$ cat src/rtl/dptd_pkg.sv
`timescale 1ns / 1ps
`default_nettype none

package dptd_pkg;

  // One input word: a byte of posting block text and its block-start flag.
  typedef struct packed {
    logic [7:0] text_byte;
    logic       block_start;
  } in_word_t;

  // One result word: absolute page id, record index and the clamp flag.
  typedef struct packed {
    logic [31:0] page_id;
    logic [15:0] record_index;
    logic        gap_saturated;
  } out_word_t;

  // Classification of one text byte against the current delimiter and radix.
  typedef struct packed {
    logic       is_delim;
    logic       digit_ok;
    logic [5:0] digit;
  } char_class_t;

  localparam int unsigned CFG_INDEX_BITS = 1;
  localparam int unsigned CFG_DATA_BITS  = 8;
  localparam int unsigned BASE_BITS      = 6;

  localparam logic [CFG_INDEX_BITS-1:0] CFG_DELIMITER  = 1'd0;
  localparam logic [CFG_INDEX_BITS-1:0] CFG_VALUE_BASE = 1'd1;

  localparam logic [7:0]           DELIMITER_RESET = 8'd44;
  localparam logic [BASE_BITS-1:0] BASE_RESET      = 6'd10;
  localparam logic [BASE_BITS-1:0] BASE_MIN        = 6'd2;
  localparam logic [BASE_BITS-1:0] BASE_MAX        = 6'd36;
  localparam logic [BASE_BITS-1:0] DIGIT_NONE      = 6'd36;

endpackage

`default_nettype wire

$ cat src/rtl/delta_posting_text_decoder_core.sv
// Channel   Direction  Word          Handshake
// in_       input      in_word_t     in_valid / in_stall
// out_      output     out_word_t    out_valid / out_stall
// cfg_      input      register      cfg_we, one write per cycle
//
// Each word passes the input register and each delimiter's result the result
// register: one word per cycle sustained while results are not stalled, with
// the gap state updated in the cycle that the word leaves the input register.
// Reset (rst_n low, synchronous) clears the running state and both valid
// flags, and restores the delimiter and radix registers to their defaults.
// A stalled result holds back delimiter words, and every byte queued behind one.
`timescale 1ns / 1ps
`default_nettype none

module delta_posting_text_decoder_core #(
  parameter int unsigned PAGE_BITS  = 32,
  parameter int unsigned COUNT_BITS = 16
) (
  input  wire logic                                clk,
  input  wire logic                                rst_n,

  input  wire logic                                in_valid,
  output logic                                     in_stall,
  input  wire dptd_pkg::in_word_t                  in_data,

  output logic                                     out_valid,
  input  wire logic                                out_stall,
  output dptd_pkg::out_word_t                      out_data,

  input  wire logic                                cfg_we,
  input  wire logic [dptd_pkg::CFG_INDEX_BITS-1:0] cfg_index,
  input  wire logic [dptd_pkg::CFG_DATA_BITS-1:0]  cfg_data
);

  // Configuration registers.
  logic [7:0]                     delim_r;
  logic [dptd_pkg::BASE_BITS-1:0] base_r;

  always_ff @(posedge clk) begin
    if (!rst_n) begin
      delim_r <= dptd_pkg::DELIMITER_RESET;
      base_r  <= dptd_pkg::BASE_RESET;
    end else if (cfg_we) begin
      case (cfg_index)
        dptd_pkg::CFG_DELIMITER:  delim_r <= cfg_data;
        dptd_pkg::CFG_VALUE_BASE: base_r  <= cfg_data[dptd_pkg::BASE_BITS-1:0];
        default: ;
      endcase
    end
  end

  // Input register stage.
  logic               s1_valid_r, s1_valid_nxt;
  dptd_pkg::in_word_t s1_word_r;
  logic               s1_move;
  logic               in_take;

  // Result register stage.
  logic                out_valid_r, out_valid_nxt;
  dptd_pkg::out_word_t out_word_r;
  logic                out_free;

  dptd_pkg::char_class_t cls;
  logic                  emit;
  dptd_pkg::out_word_t   result;

  dptd_char_class u_class (
    .text_byte  (s1_word_r.text_byte),
    .delimiter  (delim_r),
    .value_base (base_r),
    .cls        (cls)
  );

  dptd_gap_acc #(
    .PAGE_BITS  (PAGE_BITS),
    .COUNT_BITS (COUNT_BITS)
  ) u_acc (
    .clk         (clk),
    .rst_n       (rst_n),
    .advance     (s1_move),
    .block_start (s1_word_r.block_start),
    .cls         (cls),
    .value_base  (base_r),
    .emit        (emit),
    .result      (result)
  );

  // The result register is free when empty or being taken this cycle.
  assign out_free = !out_valid_r || !out_stall;
  // A word leaves the input register unless it has a result with nowhere to go.
  assign s1_move  = s1_valid_r && (!emit || out_free);
  assign in_stall = s1_valid_r && !s1_move;
  assign in_take  = in_valid && !in_stall;

  always_comb begin
    s1_valid_nxt = s1_valid_r;
    if (in_take) begin
      s1_valid_nxt = 1'b1;
    end else if (s1_move) begin
      s1_valid_nxt = 1'b0;
    end
  end

  always_comb begin
    out_valid_nxt = out_valid_r;
    if (s1_move && emit) begin
      out_valid_nxt = 1'b1;
    end else if (out_valid_r && !out_stall) begin
      out_valid_nxt = 1'b0;
    end
  end

  always_ff @(posedge clk) begin
    if (!rst_n) begin
      s1_valid_r  <= 1'b0;
      out_valid_r <= 1'b0;
    end else begin
      s1_valid_r  <= s1_valid_nxt;
      out_valid_r <= out_valid_nxt;
    end
  end

  always_ff @(posedge clk) begin
    if (in_take) begin
      s1_word_r <= in_data;
    end
    if (s1_move && emit) begin
      out_word_r <= result;
    end
  end

  assign out_valid = out_valid_r;
  assign out_data  = out_word_r;

`ifndef NO_ASSERTIONS
  // A delimiter that leaves the input register always lands a result.
  a_delim_emits: assert property (@(posedge clk) disable iff (!rst_n)
    s1_move && cls.is_delim |=> out_valid_r)
    else $error("delimiter word produced no result");

  // Back-pressure toward the input only comes from a word held in stage one.
  a_stall_source: assert property (@(posedge clk) disable iff (!rst_n)
    in_stall |-> s1_valid_r && emit && out_valid_r && out_stall)
    else $error("input stalled without a blocked result");

  // A taken result with nothing new behind it empties the result register.
  a_out_drain: assert property (@(posedge clk) disable iff (!rst_n)
    out_valid_r && !out_stall && !(s1_move && emit) |=> !out_valid_r)
    else $error("result word repeated");
`endif

endmodule

`default_nettype wire

$ cat src/rtl/dptd_char_class.sv
`timescale 1ns / 1ps
`default_nettype none

module dptd_char_class (
  input  wire logic [7:0]                    text_byte,
  input  wire logic [7:0]                    delimiter,
  input  wire logic [dptd_pkg::BASE_BITS-1:0] value_base,
  output dptd_pkg::char_class_t              cls
);

  logic [dptd_pkg::BASE_BITS-1:0] digit;
  logic                           base_ok;

  // Digits are 0-9, then a-z or A-Z for 10-35; anything else is no digit.
  always_comb begin
    if (text_byte inside {[8'h30:8'h39]}) begin
      digit = 6'(text_byte - 8'h30);
    end else if (text_byte inside {[8'h61:8'h7a]}) begin
      digit = 6'(text_byte - 8'h61 + 8'd10);
    end else if (text_byte inside {[8'h41:8'h5a]}) begin
      digit = 6'(text_byte - 8'h41 + 8'd10);
    end else begin
      digit = dptd_pkg::DIGIT_NONE;
    end
  end

  assign base_ok = (value_base >= dptd_pkg::BASE_MIN) && (value_base <= dptd_pkg::BASE_MAX);

  assign cls.is_delim = (text_byte == delimiter);
  assign cls.digit_ok = base_ok && (digit < value_base);
  assign cls.digit    = digit;

endmodule

`default_nettype wire

$ cat src/rtl/dptd_gap_acc.sv
`timescale 1ns / 1ps
`default_nettype none

module dptd_gap_acc #(
  parameter int unsigned PAGE_BITS  = 32,
  parameter int unsigned COUNT_BITS = 16
) (
  input  wire logic                           clk,
  input  wire logic                           rst_n,
  input  wire logic                           advance,
  input  wire logic                           block_start,
  input  wire dptd_pkg::char_class_t          cls,
  input  wire logic [dptd_pkg::BASE_BITS-1:0] value_base,
  output logic                                emit,
  output dptd_pkg::out_word_t                 result
);

  localparam int unsigned PROD_BITS = PAGE_BITS + dptd_pkg::BASE_BITS + 1;

  logic [PAGE_BITS-1:0]  running_r, running_nxt;
  logic [PAGE_BITS-1:0]  acc_r, acc_nxt;
  logic                  stopped_r, stopped_nxt;
  logic                  ovf_r, ovf_nxt;
  logic [COUNT_BITS-1:0] count_r, count_nxt;

  logic [PAGE_BITS-1:0]  run_eff, acc_eff, page_sum;
  logic                  stopped_eff, ovf_eff;
  logic [COUNT_BITS-1:0] count_eff;
  logic [PROD_BITS-1:0]  prod;
  logic                  prod_ovf;
  logic [63:0]           page_ext;
  logic [31:0]           count_ext;

  // A block start clears the running state before the byte is applied.
  assign run_eff     = block_start ? '0 : running_r;
  assign acc_eff     = block_start ? '0 : acc_r;
  assign stopped_eff = block_start ? 1'b0 : stopped_r;
  assign ovf_eff     = block_start ? 1'b0 : ovf_r;
  assign count_eff   = block_start ? '0 : count_r;

  // acc * base + digit exceeds the page range exactly when the model's
  // division-based overflow test fires.
  assign prod     = PROD_BITS'(acc_eff) * PROD_BITS'(value_base) + PROD_BITS'(cls.digit);
  assign prod_ovf = |prod[PROD_BITS-1:PAGE_BITS];
  assign page_sum = run_eff + acc_eff;

  always_comb begin
    running_nxt = run_eff;
    acc_nxt     = acc_eff;
    stopped_nxt = stopped_eff;
    ovf_nxt     = ovf_eff;
    count_nxt   = count_eff;
    if (cls.is_delim) begin
      running_nxt = page_sum;
      acc_nxt     = '0;
      stopped_nxt = 1'b0;
      ovf_nxt     = 1'b0;
      if (!(&count_eff)) begin
        count_nxt = count_eff + 1'b1;
      end
    end else if (!stopped_eff) begin
      if (cls.digit_ok) begin
        if (prod_ovf) begin
          acc_nxt = '1;
          ovf_nxt = 1'b1;
        end else begin
          acc_nxt = prod[PAGE_BITS-1:0];
        end
      end else begin
        stopped_nxt = 1'b1;
      end
    end
  end

  always_ff @(posedge clk) begin
    if (!rst_n) begin
      running_r <= '0;
      acc_r     <= '0;
      stopped_r <= 1'b0;
      ovf_r     <= 1'b0;
      count_r   <= '0;
    end else if (advance) begin
      running_r <= running_nxt;
      acc_r     <= acc_nxt;
      stopped_r <= stopped_nxt;
      ovf_r     <= ovf_nxt;
      count_r   <= count_nxt;
    end
  end

  assign page_ext  = 64'(page_sum);
  assign count_ext = 32'(count_eff);

  assign emit                 = cls.is_delim;
  assign result.page_id       = page_ext[31:0];
  assign result.record_index  = count_ext[15:0];
  assign result.gap_saturated = ovf_eff;

endmodule

`default_nettype wire

$ cat config.mk
export PLATFORM = sky130hd
export DESIGN_NAME = delta_posting_text_decoder_core
export DESIGN_NICKNAME = d
export VERILOG_FILES = /design/src/rtl/dptd_pkg.sv /design/src/rtl/delta_posting_text_decoder_core.sv /design/src/rtl/dptd_char_class.sv /design/src/rtl/dptd_gap_acc.sv
export SDC_FILE = /design/constraint.sdc
export NUM_CORES = 1
export LEC_CHECK = 0
export ABC_CLOCK_PERIOD_IN_PS = 8600
export BUFFER_PORTS_ARGS = -buffer_cell sky130_fd_sc_hd__buf_2
export CELL_PAD_IN_SITES_DETAIL_PLACEMENT = 1
export CELL_PAD_IN_SITES_GLOBAL_PLACEMENT = 1
export CORE_AREA = 2 2 181 183
export CTS_BUF_LIST = sky130_fd_sc_hd__clkbuf_4 sky130_fd_sc_hd__clkbuf_8 sky130_fd_sc_hd__clkbuf_16
export DETAILED_ROUTE_END_ITERATION = 8
export DIE_AREA = 0 0 183 185
export PLACE_DENSITY = 0.89
export SYNTH_ARGS = -nofsm -noshare
export SYNTH_HDL_FRONTEND = slang
export SYNTH_SLANG_ARGS = --single-unit
export TNS_END_PERCENT = 5
$ cat constraint.sdc
create_clock -name clk -period 8.6 [get_ports clk]
set_input_delay 0.43 -clock clk [delete_from_list [all_inputs] [get_ports clk]]
set_output_delay 0.43 -clock clk [all_outputs]
set_load 0.02 [all_outputs]
After elaboration in Yosys (flattened, before gate mapping)
Cells that the tools add are included.

Equal/unequal tests: 1. Multiplexer cells: 26. Add/subtract/negate cells: 8. Reductions and logical operators: 23. Bitwise operators: 1. Magnitude comparators: 9. Multiply operators: 1.

Operators with widths (count): 32-bit two-way mux (7); 16-bit two-way mux (3); 38-bit by 6-bit adder with 39-bit output (1); 32-bit by 6-bit multiplier with 38-bit output (1); 32-bit adder (1); 6-bit two-way mux (3); 16-bit by 1-bit adder with 16-bit output, second input constant (1); 8-bit by 7-bit >= comparator with 1-bit output, second input constant (2); 8-bit by 7-bit <= comparator with 1-bit output, second input constant (2); 16-bit AND reduction (1); 1-bit two-way mux (13); 6-bit by 4-bit adder with 6-bit output, second input constant (2); 6-bit subtractor, second input constant (2); 1-bit logical AND (10); 8-bit == test (1); 8-bit by 6-bit >= comparator with 1-bit output, second input constant (1); 8-bit by 6-bit <= comparator with 1-bit output, second input constant (1); 7-bit OR reduction (1); 6-bit by 2-bit >= comparator with 1-bit output, second input constant (1); 6-bit <= comparator, second input constant (1); 6-bit less-than comparator (1); 6-bit by 1-bit subtractor with 6-bit output, second input constant (1); 1-bit logical NOT (5); 2-bit AND reduction (2); 3 further kinds (5).

Bits of input ports: 23. Output and inout port bits: 51. Register bits: 156. Word-level logic and storage cells: 83.

Logic depth before layout (Yosys ltp)
Depth after elaboration: 11. Gate-level depth with buffers: 24. Gate-level depth less buffers: 22.

Cells and area by module
From an unflattened synthesis, not the netlist that was laid out.

Cell total of the unflattened synthesis: 1662. Area, all modules: 15411.0 µm².

By module, submodules not included: dptd_gap_acc (cells an instance 1437, area each 12291.8 µm², instances 1, seq. area each 1641.6 µm²); delta_posting_text_decoder_core (cells an instance 133, area each 2403.6 µm², instances 1, seq. area each 2062.0 µm²); dptd_char_class (cells an instance 92, area each 715.7 µm², instances 1, seq. area each 0.0 µm²).

Least setup slack after synthesis
OpenSTA, ideal clock, no wires.

Kind: register to register. Start point: register s1_word_r[0] (netlist name). End point: register u_acc.acc_r[3]. Setup time: 0.086 ns. Data arrival time: 6.414 ns. Cell stages (with the launch flop): 25. Slack: 2.100 ns. Data required time: 8.514 ns. Path buffers: 4. Cells stage by stage: edfxtp_1 clkbuf_1 clkbuf_1 buf_1 nor2b_1 and2_1 fa_1 inv_1 fa_1 inv_1 fa_1 inv_1 fa_1 inv_1 ha_1 o211ai_1 a21boi_0 a2111oi_0 or2_2 o311a_1 o21ai_0 mux2i_2 nor3_4 buf_6 a211oi_1.

Cells in the longest elaborated chain, start to end: 8. Elaborated cells between the ends (all ways): 9. Those cells by class: add/sub (1); mul (1); mux (6); reduce/logical (1).

RTL lines: start, declared (RTL line delta_posting_text_decoder_core.sv:54) `dptd_pkg::in_word_t s1_word_r;`; start signal, assigned (RTL line delta_posting_text_decoder_core.sv:125) `s1_word_r <= in_data;`; 32-bit two-way mux (RTL line dptd_gap_acc.sv:36) `assign acc_eff = block_start ? '0 : acc_r;`; 32-bit by 6-bit multiplier with 38-bit output (RTL line dptd_gap_acc.sv:43) `assign prod = PROD_BITS'(acc_eff) * PROD_BITS'(value_base) + PROD_BITS'(cls.digit);`; 38-bit by 6-bit adder with 39-bit output (RTL line dptd_gap_acc.sv:43); 7-bit OR reduction (RTL line dptd_gap_acc.sv:44) `assign prod_ovf = |prod[PROD_BITS-1:PAGE_BITS];`; 32-bit two-way mux (RTL line dptd_gap_acc.sv:63) `if (prod_ovf) begin`; 32-bit two-way mux (RTL line dptd_gap_acc.sv:62) `if (cls.digit_ok) begin`; 32-bit two-way mux (*) (RTL line dptd_gap_acc.sv:61) `end else if (!stopped_eff) begin`; 32-bit two-way mux (*) (RTL line dptd_gap_acc.sv:53) `if (cls.is_delim) begin`; end signal, assigned (RTL line dptd_gap_acc.sv:84) `acc_r <= acc_nxt;`; end, declared (RTL line dptd_gap_acc.sv:21) `logic [PAGE_BITS-1:0] acc_r, acc_nxt;`.

Every way passes the cells marked *; elsewhere a longest branch is shown, timed or not. A chain may end at the register's enable or synchronous reset.

Worst setup path in the final report
Start point: register s1_word_r[0] (netlist name). End point: register u_acc.acc_r[2].

The elaborated chain is that of the path after synthesis.

==> summary.md <==
| Metric | Value |
|---|---|
| First-pass GRT wire length | 75900 um |
| # nets final | 2009 |
| Register area share after synthesis | 24.1% |
| Sink Count | 156 |
| R2r startpoint | s1_word_r[0] |
| End of the worst register-to-register path | u_acc.acc_r[2] |
| IO Pins | 74 |
| Async SR Flop Fraction | 0% |
| Core area | 32000 um^2 |
| Worst hold path depth | 1 |
| Final Wtd Congestion | 0.910 |
| Area grow syn2layout | 8.13% |
| Number of setup violations in the final report | 0 |
| Period utilization | 84.9% |
| Clock Pin Slew Worst Setup and Hold Paths | 70 ps |
| H-tree depth | 4 |
| Remaining Overflow, GRT | 0 |
| Req. time, crit path | 8890 ps |
| Port-buffer cells | 73 |
| MaxCap Viol Count | 0 |
| Fin. max-slew vios | 0 |
| TritonCTS Buffers | 17 |
| Layout Skew | 17.9 ps |
| Gate Count Post-Synth | 1709 |
| Top cells by count, synth | 206 x and2_1, 132 x ha_1, 125 x fa_1 |
| DP HPWL | 34300 um |
| Reg area | 3700 um^2 |
| Top cells by area, synth | fa_1 16%, dfxtp_1 13%, edfxtp_1 11% |
| Site Rows | 66 |
| RSZ-0062 raised after global routing | no |
| DIE WIDTH | 183 um |
| Drt wl/cell | 21.9 um |
| Worst vdd ir | 0.000142 V |
| Count leader, synth | and2_1 |
| DR vias | 13422 |
| Multi-input logic area | 11100 um^2 |
| Min-delay src | in_data[3] |
| Hold Crit Class | input pin to flop |
| Number of global-route vias before repair | 14380 |
| Hold Crit Endpoint | s1_word_r[3] |
| Ys Warns | 0 |
| Synthesized area | 15400 um^2 |
| Drt via density | 6.24 |
| Total power | 1.94 mW |
| Register bit count reported by yosys | 156 |
| Worst EP arrival | 7590 ps |
| All-Layer GR Usage | 28.2% |
| Min Tclk post-route | 7300 ps |
| Largest net degree at the start of global routing | 45 |
| Status | finished, final reports clean |
| Die ar. | 33900 um^2 |
| Non-Filler Cell Area, Final | 16600 um^2 |
| Post-CTS Hold Buffers | 0 |
| Drt first pass iters | 5 |
| Least-Margin Pin Slew | 1330 ps |
| Number of flops mapped to enable cells by yosys | 58 |
| Root buffer selected by CTS | clkbuf_16 |
| Share of cells above drive strength 1 | 8.78% |
| CP startpoint kind | flop |
| Hold Vio Cnt, Final | 0 |
| CTS tree | done |
| Relative slew slack | 11.7% |
| Post_cts resized | 0 |
| Crit Path Class | flop to flop |
| Synth top area share | 16.3% |
| PD cells | 116 nW/um^2 |
| Die height | 185 um |
| Post-synth cell types | 77 |
| Achievable Freq | 0.137 GHz |
| R2r worst-path depth | 19 |
| Syn avg cell area | 9.01 um^2 |
| CP Max Fanout | 43 |
| Setup Fix Bufs, Post-CTS | 0 |
| Initial DRC Count | 996 |
| Reg2reg setup slack | 1300 ps |
| Setup TNS | 0 ps |
| Initial Util | 48.1% |
| Post-DP Area | 16100 um^2 |
| Mapped Nets | 1989 |
| Pre-CTS setup slack | 1440 ps |
| Antenna-violating nets left | 0 |
| Biggest area consumer among synthesized cells | fa_1 |
| Final WL | 47200 um |
| Leakage | 7.79 nW |
| Final setup margin | 1300 ps |
| Filler Cell Count | 3687 |
| Critical path endpoint category | flop |
| Clk buf depth | 2 |
| Remaining DRCs | 0 |
| Initial antenna violation count | 1 |
| Clk_lat worst skew | 460 ps |
| Main synth FF type | dfxtp_1 |
| Fin util | 52.0% |
==> power by group <==
part	leakage [nW]	switching [mW]	internal, mW
clock	0.287	0.350	0.437
sequential	1.40	0.0250	0.781
combinational	6.11	0.227	0.116
==> layout make-up <==
class | count | share of cell area (%)
multi-input combinational | 1396 | 66.7
sequential | 156 | 22.2
tap | 408 | 3.07
timing repair buffer | 88 | 2.87
clock buffer | 18 | 2.60
inverter | 70 | 1.58
clock inverter | 14 | 0.947
antenna | 1 | 0.0150
==> kinds of logic after synthesis <==
logic type	after synthesis	share of synthesized area (%)
mux	10	0.699
flops	156	24.1
compound gates	404	17.3
xor+xnor	75	4.27
fa+ha+maj	257	27.0
buf+inv	157	3.97
simple gates	650	22.8
==> cells in the final DEF, fill, tap and decap left out, types with 7 or more instances in the layout <==
| master | count |
|---|---|
| buf_2 | 73 |
| dfxtp_1 | 98 |
| inv_1 | 69 |
| xnor2_1 | 46 |
| o21a_1 | 8 |
| a22oi_1 | 14 |
| nor3_1 | 15 |
| edfxtp_1 | 58 |
| nor2b_1 | 89 |
| a211oi_1 | 26 |
| a211o_1 | 8 |
| nand3_1 | 36 |
| ha_1 | 132 |
| nand2b_1 | 12 |
| clkbuf_16 | 17 |
| nor2_1 | 109 |
| a21o_1 | 35 |
| and2_1 | 206 |
| xor2_1 | 29 |
| a21oi_1 | 120 |
| a31oi_1 | 22 |
| nand4_1 | 15 |
| o21bai_1 | 8 |
| buf_4 | 15 |
| or2_2 | 12 |
| o211ai_1 | 16 |
| nand2_1 | 114 |
| a32oi_1 | 8 |
| o21ai_0 | 68 |
| fa_1 | 125 |
| and3_1 | 9 |
| a22o_1 | 11 |
| nor4_1 | 7 |
==> worst max-delay path, stage by stage, from the launching register on <==
cell and delay (ps):
edfxtp_1 440, buf_4 320, nor2b_1 800, and2_1 270, fa_1 450, fa_1 540, inv_1 50, fa_1 520
inv_1 50, ha_1 310, ha_1 380, a21o_1 210, a2111o_1 420, o22ai_1 230, xnor2_1 110, or4_1 520
a22oi_2 220, nand4_4 210, nor3_2 780, o21ai_0 240
==> stage by stage <==
stage | hold WS (ps) | std cells
floorplan | 412 | 1709
global placement | 437 | 2118
detailed placement | 453 | 2118
CTS | 132 | 2150
global route | 143 | 2151
finish | 152 | 2151
==> sequential cells by signal, indices dropped and copies added, names as in the netlist <==
name             flops
u_acc.ovf_r          1
base_r               6
u_acc.acc_r         32
u_acc.running_r     32
u_acc.count_r       16
s1_valid_r           1
s1_word_r            9
u_acc.stopped_r      1
out_valid            1
out_data            49
delim_r              8
==> per-layer routing <==
metal  GRT usage [%]  part of all wire [%]  vias to the layer above  routed length (um)
li1                -                     -                     5994                   -
met1            35.3                    42                     6852               19800
met2            48.9                    50                      463               23600
met3            3.81                   5.1                      113                2390
met4            12.0                   3.0                        0                1420
met5               0                     0                        -                   0
==> worst max path at each step <==
stage | to | start | depth (start not counted) | slack (ps)
global route | u_acc.acc_r[2] | s1_word_r[0] | 20 | 960
detailed placement | u_acc.acc_r[2] | s1_word_r[0] | 19 | 1440
CTS | u_acc.acc_r[2] | s1_word_r[0] | 19 | 1410
global placement | u_acc.acc_r[0] | s1_word_r[0] | 19 | 1740
finish | u_acc.acc_r[2] | s1_word_r[0] | 19 | 1300
floorplan | u_acc.acc_r[3] | s1_word_r[0] | 24 | 2100
(Power assumes the default switching activity.)
